`src/sv/hdu_pkg.sv`:
```
// Shared constants, word types and an arctangent helper function for the haversine distance unit.
`timescale 1ns / 1ps
`default_nettype none
package hdu_pkg;

    localparam int FRAC_BITS     = 20;
    localparam int CORDIC_STAGES = 24;
    localparam int DIV_DIGITS    = 8;
    localparam int DIV_CELLS     = 5;
    localparam int NUM_W         = DIV_DIGITS * DIV_CELLS;
    localparam int SQRT_CELLS    = 31;
    localparam int XY_W          = 34;
    localparam int ANG_W         = 36;
    localparam int PIPE_LEN      = 3 + DIV_CELLS + 2 + CORDIC_STAGES + 4 + SQRT_CELLS
                                   + CORDIC_STAGES + 1;

    localparam logic [6:0]  DIV_BY  = 7'd45;
    localparam logic [29:0] PI28    = 30'd843314857;
    localparam logic signed [ANG_W-1:0] PI_Q30      = 36'sd3373259426;
    localparam logic signed [ANG_W-1:0] HALF_PI_Q30 = 36'sd1686629713;
    localparam logic signed [ANG_W-1:0] TWO_PI_Q30  = 36'sd6746518852;
    localparam logic signed [XY_W-1:0]  CORDIC_K    = 34'sd652032874;
    localparam logic [30:0] Q_ONE   = 31'd1073741824;
    localparam logic signed [27:0] LAT_LIM = 28'(90 <<< FRAC_BITS);
    localparam logic signed [28:0] LON_LIM = 29'(180 <<< FRAC_BITS);
    localparam logic [60:0] RND_HALF_ANG = 61'(45) << FRAC_BITS;
    localparam logic [60:0] RND_FULL_ANG = 61'(45) << (FRAC_BITS - 1);
    localparam logic [22:0] RADIUS_RST   = 23'd6371000;

    localparam logic [30:0] ATAN_HEAD [10] = '{
        31'd843314856, 31'd497837829, 31'd263043836, 31'd133525158, 31'd67021686,
        31'd33543515,  31'd16775850,  31'd8388437,   31'd4194282,   31'd2097149
    };

    typedef struct packed {
        logic [NUM_W-1:0] n;
        logic [5:0]       r;
        logic [NUM_W-1:0] q;
        logic             neg;
    } div_t;

    typedef struct packed {
        logic signed [XY_W-1:0] x;
        logic signed [XY_W-1:0] y;
        logic signed [XY_W-1:0] z;
        logic                   neg;
    } rot_t;

    typedef struct packed {
        logic signed [XY_W-1:0] x;
        logic signed [XY_W-1:0] y;
        logic signed [XY_W-1:0] z;
    } vec_t;

    typedef struct packed {
        logic [61:0] v;
        logic [33:0] rem;
        logic [30:0] root;
    } sqrt_t;

    function automatic logic [30:0] atan_q30(input logic [4:0] i);
        logic [30:0] res;
        if (i < 5'd10) begin
            res = ATAN_HEAD[i[3:0]];
        end else if (i < 5'd30) begin
            res = (31'd1 << (5'd30 - i)) - 31'd1;
        end else begin
            res = '0;
        end
        return res;
    endfunction

endpackage
`default_nettype wire

```
`src/sv/hdu_sqrt_cell.sv`:
```
// Integer square root cell: one root bit per stage.
`timescale 1ns / 1ps
`default_nettype none
module hdu_sqrt_cell (
    input  wire logic          aclk,
    input  wire logic          en,
    input  hdu_pkg::sqrt_t     d_in,
    output hdu_pkg::sqrt_t     d_out
);
    hdu_pkg::sqrt_t d_reg;
    hdu_pkg::sqrt_t d_next;
    logic [33:0] rem2, trial;

    always_comb begin
        rem2  = {d_in.rem[31:0], d_in.v[61:60]};
        trial = {1'b0, d_in.root, 2'b01};
        d_next.v = {d_in.v[59:0], 2'b00};
        if (rem2 >= trial) begin
            d_next.rem  = rem2 - trial;
            d_next.root = {d_in.root[29:0], 1'b1};
        end else begin
            d_next.rem  = rem2;
            d_next.root = {d_in.root[29:0], 1'b0};
        end
    end

    always_ff @(posedge aclk) begin
        if (en) begin
            d_reg <= d_next;
        end
    end

    assign d_out = d_reg;
endmodule
`default_nettype wire

```
`config.mk`:
```
export PLATFORM = sky130hd
export DESIGN_NAME = hdu_sqrt_cell
export DESIGN_NICKNAME = d
export VERILOG_FILES = /design/src/sv/hdu_pkg.sv /design/src/sv/hdu_sqrt_cell.sv
export SDC_FILE = /design/constraint.sdc
export NUM_CORES = 1
export LEC_CHECK = 0
export ABC_AREA = 1
export ABC_CLOCK_PERIOD_IN_PS = 3400
export BUFFER_PORTS_ARGS = -buffer_cell sky130_fd_sc_hd__buf_2
export CORE_ASPECT_RATIO = 0.9
export CORE_MARGIN = 2
export CORE_UTILIZATION = 50
export CTS_CLUSTER_DIAMETER = 40
export CTS_CLUSTER_SIZE = 25
export DETAILED_ROUTE_END_ITERATION = 8
export GPL_TIMING_DRIVEN = 0
export PLACE_DENSITY = 0.85
export SLEW_MARGIN = 20
export SYNTH_ARGS = -nofsm -noshare
export SYNTH_HDL_FRONTEND = slang
export SYNTH_SLANG_ARGS = --single-unit
```
`constraint.sdc`:
```
create_clock -name aclk -period 3.4 [get_ports aclk]
set_clock_uncertainty 0.15 [all_clocks]
set_input_delay 0.85 -clock aclk [delete_from_list [all_inputs] [get_ports aclk]]
set_output_delay 0.85 -clock aclk [all_outputs]
set_load 0.01 [all_outputs]
```
Word level (Yosys, flattened, before mapping). Index checks and enable logic that the tools add are counted.

Flip-flop bits (word level): 125. Bits in latches: 0. Bits in writable memories: 0. Bits in read-only memories: 0. Input bits: 129. Output and inout bits: 127. Word-level logic and storage cells: 6. Memories: 0.

Add/sub/neg operators: 1. $mul: 0. Div/mod/pow operators: 0. Magnitude comparators: 1. Equality and inequality tests: 0. Shift-type cells: 0. Multiplexer cells: 1. Bitwise operators: 0. Reductions and logical operators: 0.

Operators by type and width (number): 65-bit two-way mux (1); 34-bit by 33-bit greater-or-equal comparator with 1-bit output (1); 34-bit by 33-bit subtractor with 34-bit output (1).

Longest topological paths before layout. Gate-level depths: netlist (run 1).

Depth in word-level cells: 2. Mapped depth: 16.

Worst setup path after synthesis (run 1). Ideal clock, no wire load.

Kind: input port to flip-flop. From: input d_in[22] (netlist name). To: register d_reg, in the netlist d_out[56], data pin. Arrival: 2.227 ns. Setup slack: 0.771 ns. Stages: 13. Cell sequence: inv_1 ha_1 nand2_2 inv_1 a21oi_1 nand2_1 nand2_1 nand3b_1 nor2_2 nand2_4 buf_12 nand2_1 nand2_1.

RTL lines: start: declaration (RTL line hdu_sqrt_cell.sv:7) `input hdu_pkg::sqrt_t d_in,`; end signal: assignment (RTL line hdu_sqrt_cell.sv:29) `d_reg <= d_next;`; end: declaration (RTL line hdu_sqrt_cell.sv:10) `hdu_pkg::sqrt_t d_reg;`.

==> results of run 1 <==
-- per-layer routing --
metal	vias up	track usage, %	share of wire (%)
li1	3060	-	-
met1	2728	31.5	40
met2	256	44.6	48
met3	57	6.91	8.6
met4	2	11.0	3.4
met5	-	0	0.065
-- cell usage after synthesis (all sizes together) --
master and number:
xor2 14, a21oi 27, nor3 4, nand2 305
o21bai 4, nand4 8, buf 8, nand3b 12
nor4 2, nand3 32, inv 138, ha 33
edfxtp 125, nor2 56, a21o 1, o21a 1
xnor2 2, o21ai 9, conb 1, and3 1
or2 2
-- cells by family after synthesis --
group,Yosys count
and+or+nand+nor,422
buffers and inverters,146
DFF,125
AOI/OAI and AO/OA,42
adders and majority gates,33
xor gates and xnor gates,16
other,1
-- worst max-delay path: stages --
cell      delay, ns
buf_2          0.10
inv_1          0.04
ha_1           0.40
nand2_2        0.15
inv_1          0.05
a21oi_1        0.27
nand2_1        0.16
nand2_1        0.09
nand3b_1       0.10
nor2_2         0.13
nand2_4        0.14
buf_12         0.18
nand2_1        0.13
nand2_1        0.08
-- through the flow --
step	hold WS, ns	setup TNS, ns	std cells	power (W)	utilization [%]
after floorplan	0.799	0	786	0.00255	-
after global placement	0.876	-0.317	1230	0.00293	61.8
after detailed placement	0.878	0	1231	0.00295	62.1
after CTS	0.447	0	1263	0.00505	67.0
after global routing	0.443	0	1263	0.00523	67.0
final	0.459	0	1263	0.00503	67.0
-- final cells by class --
type	instances	area, um^2	area share [%]
clock buffer	18	429	4.59
inverter	138	518	5.54
sequential	125	3750	40.2
timing repair buffer	252	1290	13.8
buffer	8	104	1.11
multi-input combinational	515	2750	29.5
clock inverter	14	255	2.73
tap	193	241	2.58
-- worst paths after layout --
check,slack (ns),from,endpoint
max,0.55,d_in[23],d_out[56]
min,0.46,d_in[67],d_out[69]
-- power by group --
| part | internal, W | switching, W |
|---|---|---|
| clock | 0.00140 | 0.000705 |
| sequential | 0.00188 | 0.0000352 |
| combinational | 0.000380 | 0.000631 |
-- layout by cell type, fill, tap and decap left out, types with 2 or more instances in the layout --
| cell type | Yosys | layout |
|---|---|---|
| nand3_1 | 20 | 20 |
| o21bai_1 | 3 | 3 |
| nor4_1 | 2 | 2 |
| o21ai_1 | 2 | 2 |
| nand2_2 | 27 | 27 |
| nand2_4 | 5 | 5 |
| conb_1 | 1 | 2 |
| nand2_1 | 273 | 273 |
| ha_1 | 33 | 33 |
| nor2_2 | 9 | 9 |
| xor2_1 | 14 | 14 |
| buf_2 | 0 | 250 |
| nand4_1 | 8 | 8 |
| bufinv_16 | 0 | 6 |
| a21oi_2 | 3 | 3 |
| inv_1 | 131 | 131 |
| nand3_2 | 11 | 11 |
| xnor2_1 | 2 | 2 |
| nor2_4 | 4 | 4 |
| clkinv_4 | 0 | 2 |
| a21oi_1 | 24 | 24 |
| nand3b_1 | 12 | 12 |
| buf_12 | 2 | 2 |
| nor3_1 | 3 | 3 |
| buf_6 | 3 | 4 |
| inv_6 | 0 | 4 |
| nor2_1 | 43 | 43 |
| buf_4 | 2 | 2 |
| o21ai_0 | 7 | 7 |
| edfxtp_1 | 125 | 125 |
| inv_2 | 7 | 7 |
| inv_8 | 0 | 2 |
| clkbuf_16 | 0 | 17 |
==> flow_metrics.tcl, run 1 <==
set metrics [dict create \
    post-route-min-period_ns 2.85 \
    path_clk_slew_ns 0.06 \
    cts_sinks 125 \
    drive_gt1_share_pct 33.8 \
    syn_avg_cell_area_um2 9.08 \
    ioPinCount 256 \
    post_cts_resized 0 \
    numCtsBuffers 17 \
    synth-simple-area-share_pct 27.3 \
    crit_fanout 10 \
    place_area_um2 8660 \
    via_per_inst 4.83 \
    yosys_warnings 0 \
    hpwl_um 15900 \
    required_ns 3.42 \
    synth_compound_area_share_pct 3.48 \
    drc 0 \
    grt_pass1_vias 5747 \
    end_kind "register" \
    synth_top_area_share_pct 52.7 \
    grt_max_degree 79 \
    power.density_nw_per_um2 538 \
    drv_slew 0 \
    arrival_ns 2.87 \
    critPathKind "input port to register" \
    leakage_nw 4.79 \
    grt.overflow.total 0 \
    wl_um 20000 \
    clockBufferDepth 2 \
    cts_tree "built" \
    grt_pass1_wl_um 29400 \
    ys_types 36 \
    syn_to_final_growth_pct 31.2 \
    whs_path_depth 1 \
    synthCells 785 \
    yosysTopAreaCell "edfxtp_1" \
    largest_reg_flops 125 \
    die_h_um 117 \
    syn_area_um2 7130 \
    ant_nets 0 \
    hold_class "input port to register" \
    synthAdderAreaFrac_pct 5.79 \
    fin_area_um2 9350 \
    antenna_found_initial 1 \
    fillers 1164 \
    ir_worst_vdd_v 0.000350 \
    fin_crit_sh_pct 83.7 \
    synth_area_leaders "edfxtp_1 (53%), nand2_1 (14%), inv_1 (6.9%)" \
    dpl_worst_slack_ns 0.186 \
    drt_iter0_markers 389 \
    report.final.setup_viol 0 \
    dr.pass1.iters 5 \
    synth_top_family_by_area "simple AND/OR/NAND/NOR gates" \
    rsz0062_at_grt "false" \
    holdBufCountCts 0 \
    core-area_um2 14000 \
    seq_area_frac_synth_pct 52.7 \
    start_util_pct 51.1 \
    synthXorXnorAreaFrac_pct 1.97 \
    yosys_register_bits 125 \
    port_buffers 251 \
    cts-root-buf "clkbuf_16" \
    htreeDepth 4 \
    grt_usage_pct 26.1 \
    routedWlPerCell_um 15.8 \
    gp_congestion 0.921 \
    status "finished clean" \
    hold_viol 0 \
    timing.fmax_mhz 351 \
    vias 6103 \
    dieWidth_um 130 \
    diodes 0 \
    drv_cap 0 \
    num_rows 41 \
    post_cts_buffers 0 \
    tightest_slew_ns 0.682 \
    synthMuxAreaShare_pct 0 \
    slew-limit-headroom_pct 54.2 \
    start_kind "input port" \
    final_nets 1219 \
    fin_ws_ns 0.554 \
    die_area_um2 15200 \
]
No activity file was read; power rests on OpenSTA's default activity.
==> run 2, diff against run 1 <==
--- a/config.mk
+++ b/config.mk
@@ -6,7 +6,7 @@
 export NUM_CORES = 1
 export LEC_CHECK = 0
 export ABC_AREA = 1
-export ABC_CLOCK_PERIOD_IN_PS = 3400
+export ABC_CLOCK_PERIOD_IN_PS = 2800
 export BUFFER_PORTS_ARGS = -buffer_cell sky130_fd_sc_hd__buf_2
 export CORE_ASPECT_RATIO = 0.9
 export CORE_MARGIN = 2
==> constraint.sdc (replaced) <==
create_clock -name aclk -period 2.8 [get_ports aclk]
set_clock_uncertainty 0.15 [all_clocks]
set_input_delay 0.7 -clock aclk [delete_from_list [all_inputs] [get_ports aclk]]
set_output_delay 0.7 -clock aclk [all_outputs]
set_load 0.01 [all_outputs]
==> flow_metrics.tcl, run 2 (same netlist as run 1, synthesis figures left out) <==
set metrics [dict create \
    status "finished clean" \
    ir_worst_vdd_v 0.000423 \
    syn_to_final_growth_pct 31.2 \
    fin_area_um2 9350 \
    crit_path_cell_trace "buf_2 -> inv_1 -> ha_1 -> nand2_2 -> inv_1 -> a21oi_1 -> nand2_1 -> nand2_1 -> nand3b_1 -> nor2_2 -> nand2_4 -> buf_12 -> nand2_1 -> nand2_1" \
    grt_pass1_vias 5747 \
    multiInputGateArea_um2 2760 \
    power.density_nw_per_um2 653 \
    timing.fmax_mhz 374 \
    required_ns 2.82 \
    start_kind "input port" \
    leakage_nw 4.79 \
    grt.overflow.total 0 \
    layout_common_cells "nand2_1 (273), buf_2 (250), inv_1 (131), edfxtp_1 (125), nor2_1 (43)" \
    antenna_found_initial 1 \
    ioPinCount 256 \
    cts_tree "built" \
    crit_path_frequent_cell "nand2_1" \
    fillers 1164 \
    vias 6143 \
    drv_cap 0 \
    cp_top_family "simple AND/OR/NAND/NOR gates" \
    dr.pass1.iters 6 \
    wl_um 20100 \
    dieWidth_um 130 \
    whs_ns 0.310 \
    largest_reg_flops 125 \
    drc 0 \
    report.final.setup_viol 0 \
    crit_fanout 10 \
    num_rows 41 \
    core-area_um2 14000 \
    drive_gt1_share_pct 33.9 \
    routedWlPerCell_um 15.9 \
    gp_congestion 0.921 \
    die_area_um2 15200 \
    seqCellArea_um2 3750 \
    grt_usage_pct 26.1 \
    clockBufferDepth 2 \
    numCtsBuffers 17 \
    post-route-min-period_ns 2.67 \
    grt_max_degree 79 \
    end_kind "register" \
    hold_viol 0 \
    final_nets 1219 \
    critPathSlowestCell "ha_1" \
    layout_commonest_cell "nand2_1" \
    slowest_delay_ns 0.40 \
    crit_buf_inv 4 \
    path_clk_slew_ns 0.06 \
    cp.depth 14 \
    diodes 0 \
    rsz0062_at_grt "false" \
    arrival_ns 2.69 \
    port_buffers 251 \
    critPathKind "input port to register" \
    hpwl_um 15900 \
    grt_pass1_wl_um 29400 \
    hold_class "input port to register" \
    fin_crit_sh_pct 95.4 \
    via_per_inst 4.86 \
    cts_sinks 125 \
    die_h_um 117 \
    place_area_um2 8660 \
    ant_nets 0 \
    whs_path_depth 1 \
    htreeDepth 4 \
    start_util_pct 51.1 \
    cts-root-buf "clkbuf_16" \
    drt_iter0_markers 408 \
    drv_slew 0 \
]
## run 2: cell types whose count changed in the layout (fill, tap and decap cells not counted)
cell	change
o21ai_2	+1
o21ai_1	-1
## run 2: timing repair
item / CTS / global route
setup buffers: 0 / 0
resized for setup: 0 / 1
endpoints found under the setup margin: 0 / 1
hold buffers: 0 / 0
## run 2: where the power goes
part | leakage, nW | switching (W) | internal [W]
logic | 3.23 | 0.000767 | 0.000462
registers | 1.22 | 0.0000434 | 0.00229
clock network | 0.334 | 0.000851 | 0.00170
## run 2: per-layer routing
| metal | global-route usage [%] | vias to the layer above | share of wire [%] |
|---|---|---|---|
| met5 | 0 | - | 0.065 |
| met4 | 11.0 | 2 | 3.6 |
| met3 | 6.91 | 55 | 9.0 |
| met2 | 44.6 | 268 | 47 |
| met1 | 31.5 | 2756 | 40 |
| li1 | - | 3062 | - |
## run 2: metrics by stage
step	TNS, ns	setup WS, ns	std cells	utilization, %	power, W
final	0	0.130	1263	67.0	0.00611
after global routing	0	0.0417	1263	67.0	0.00635
after CTS	0	0.166	1263	67.0	0.00614
after detailed placement	-5.34	-0.264	1231	62.1	0.00359
after global placement	-60.92	-0.458	1230	61.8	0.00356
after floorplan	0	0.321	786	-	0.00309
## run 2: path summary, 6_finish.rpt
path  startpoint    endpoint
max     d_in[23]   d_out[56]
min    d_in[112]  d_out[114]
## run 2: final cells by class
cell class | count | area share [%]
clock inverter | 14 | 2.73
inverter | 138 | 5.54
multi-input combinational | 515 | 29.5
sequential | 125 | 40.1
buffer | 8 | 1.11
clock buffer | 18 | 4.59
timing repair buffer | 252 | 13.8
tap | 193 | 2.58
==> run 3, diff against run 2 <==
--- a/config.mk
+++ b/config.mk
@@ -6,16 +6,16 @@
 export NUM_CORES = 1
 export LEC_CHECK = 0
 export ABC_AREA = 1
-export ABC_CLOCK_PERIOD_IN_PS = 2800
+export ABC_CLOCK_PERIOD_IN_PS = 2150
 export BUFFER_PORTS_ARGS = -buffer_cell sky130_fd_sc_hd__buf_2
 export CORE_ASPECT_RATIO = 0.9
 export CORE_MARGIN = 2
-export CORE_UTILIZATION = 50
+export CORE_UTILIZATION = 46
 export CTS_CLUSTER_DIAMETER = 40
 export CTS_CLUSTER_SIZE = 25
 export DETAILED_ROUTE_END_ITERATION = 8
 export GPL_TIMING_DRIVEN = 0
-export PLACE_DENSITY = 0.85
+export PLACE_DENSITY = 0.78
 export SLEW_MARGIN = 20
 export SYNTH_ARGS = -nofsm -noshare
 export SYNTH_HDL_FRONTEND = slang
==> constraint.sdc (replaced) <==
create_clock -name aclk -period 2.15 [get_ports aclk]
set_clock_uncertainty 0.15 [all_clocks]
set_input_delay 0.5375 -clock aclk [delete_from_list [all_inputs] [get_ports aclk]]
set_output_delay 0.5375 -clock aclk [all_outputs]
set_load 0.01 [all_outputs]
==> flow_metrics.tcl, run 3 (same netlist as run 1, synthesis figures left out) <==
set metrics [dict create \
    status "finished with violations" \
    failed_checks "negative setup slack" \
    p_int_w 0.00537 \
    numCtsBuffers 17 \
    syn_to_final_growth_pct 48.4 \
    leakage_nw 5.08 \
    start_kind "input port" \
    fin_ws_ns -0.0463 \
    ioPinCount 256 \
    slowest_delay_ns 0.33 \
    dpl_worst_slack_ns -0.580 \
    power_switching_w 0.00238 \
    end_kind "register" \
    gp_congestion 0.928 \
    whs_ns 0.141 \
    htreeDepth 4 \
    critPathSlowestCell "and3_2" \
    final_nets 1253 \
    tightest_slew_ns 0.548 \
    hold_class "input port to register" \
    fillers 1228 \
    pwr-share-comb_pct 27.0 \
    placed_cells 1240 \
    grt.overflow.total 0 \
    hpwl_um 15900 \
    cts-root-buf "clkbuf_16" \
    fin_crit_sh_pct 102 \
    vias 6275 \
    seqCellArea_um2 3750 \
    crit_buf_inv 2 \
    power_frac_seq_pct 39.1 \
    port_buffers 251 \
    drt_iter0_markers 308 \
    grt_pass1_wl_um 30100 \
    num_rows 43 \
    dr.pass1.iters 5 \
    cts_sinks 125 \
    path_clk_slew_ns 0.06 \
    multiInputGateArea_um2 3570 \
    required_ns 2.17 \
    cts_tree "built" \
    ir_worst_vdd_v 0.000536 \
    holdBufCountCts 0 \
    rsz0062_at_grt "true" \
    arrival_ns 2.22 \
    clockBufferDepth 2 \
    drv_cap 0 \
    grt_usage_pct 24.4 \
    die_h_um 122 \
    routedWlPerCell_um 16.5 \
    die_area_um2 16500 \
    start_util_pct 46.6 \
    power.density_nw_per_um2 733 \
    drv_slew 0 \
    total_power_w 0.00775 \
    layout_common_cells "buf_2 (223), nand2_1 (222), edfxtp_1 (125), inv_1 (109), nand2_2 (59)" \
    crit_fanout 5 \
    dieWidth_um 135 \
    via_per_inst 4.80 \
    grt_max_degree 70 \
    slew-limit-headroom_pct 63.5 \
    drive_gt1_share_pct 47.4 \
    core-area_um2 15300 \
    tns_ns -0.301 \
    p_clk_share_pct 33.9 \
    crit_path_cell_trace "buf_4 -> ha_4 -> nand2_4 -> nor2_2 -> and3_2 -> nand2_2 -> nand2_4 -> nand2_8 -> clkbuf_16 -> nand2_2 -> nand2_1" \
    p_sw_share_pct 30.7 \
    grt_pass1_vias 5787 \
    report.final.setup_viol 18 \
    timing.fmax_mhz 455 \
    wl_um 21500 \
    critPathKind "input port to register" \
    drc 0 \
    antenna_found_initial 2 \
    hold_viol 0 \
    ant_nets 0 \
    post-route-min-period_ns 2.20 \
    largest_reg_flops 125 \
    cp_top_family "simple AND/OR/NAND/NOR gates" \
    layout.cells.non_filler 1306 \
    layout_commonest_cell "buf_2" \
]
-- run 3: per-stage QoR --
| step | instance area, um^2 | utilization (%) |
|---|---|---|
| detailed placement | 9140 | 59.8 |
| finish | 10600 | 69.2 |
| global route | 10600 | 69.2 |
| global placement | 9110 | 59.6 |
| CTS | 9720 | 63.6 |
| floorplan | 7600 | - |
-- run 3: per-layer routing --
metal	up-vias	routed length (um)	global-route usage, %
met3	29	1650	6.37
met1	2867	9100	30.7
met5	-	17	0
met4	2	441	8.20
li1	3134	-	-
met2	243	10300	41.0
-- run 3: worst paths after layout --
check	start	to	slack, ns	cells past startpoint
setup / recovery	d_in[53]	d_out[55]	-0.05	11
hold / removal	d_in[26]	d_out[27]	0.14	1
-- run 3: timing repair --
action / in CTS / in global routing
gates cloned: 0 / 8
resized for setup: 8 / 146
setup buffers: 2 / 24
setup endpoints to repair: 30 / 33
pin swaps: 2 / 42
-- run 3: layout make-up --
class	count	area share [%]
timing repair buffer	284	17.1
tap	202	2.39
buffer	8	1.14
inverter	138	4.95
clock inverter	14	1.07
sequential	125	35.5
multi-input combinational	517	33.8
clock buffer	17	4.02
antenna	1	0.0237
-- run 3: power by group through the flow --
stage	clock network [W]	logic (W)	registers, W
floorplan	0	0.000925	0.00323
global placement	0	0.00171	0.00308
detailed placement	0	0.00174	0.00308
CTS	0.00268	0.00176	0.00303
global route	0.00275	0.00227	0.00305
finish	0.00262	0.00209	0.00303
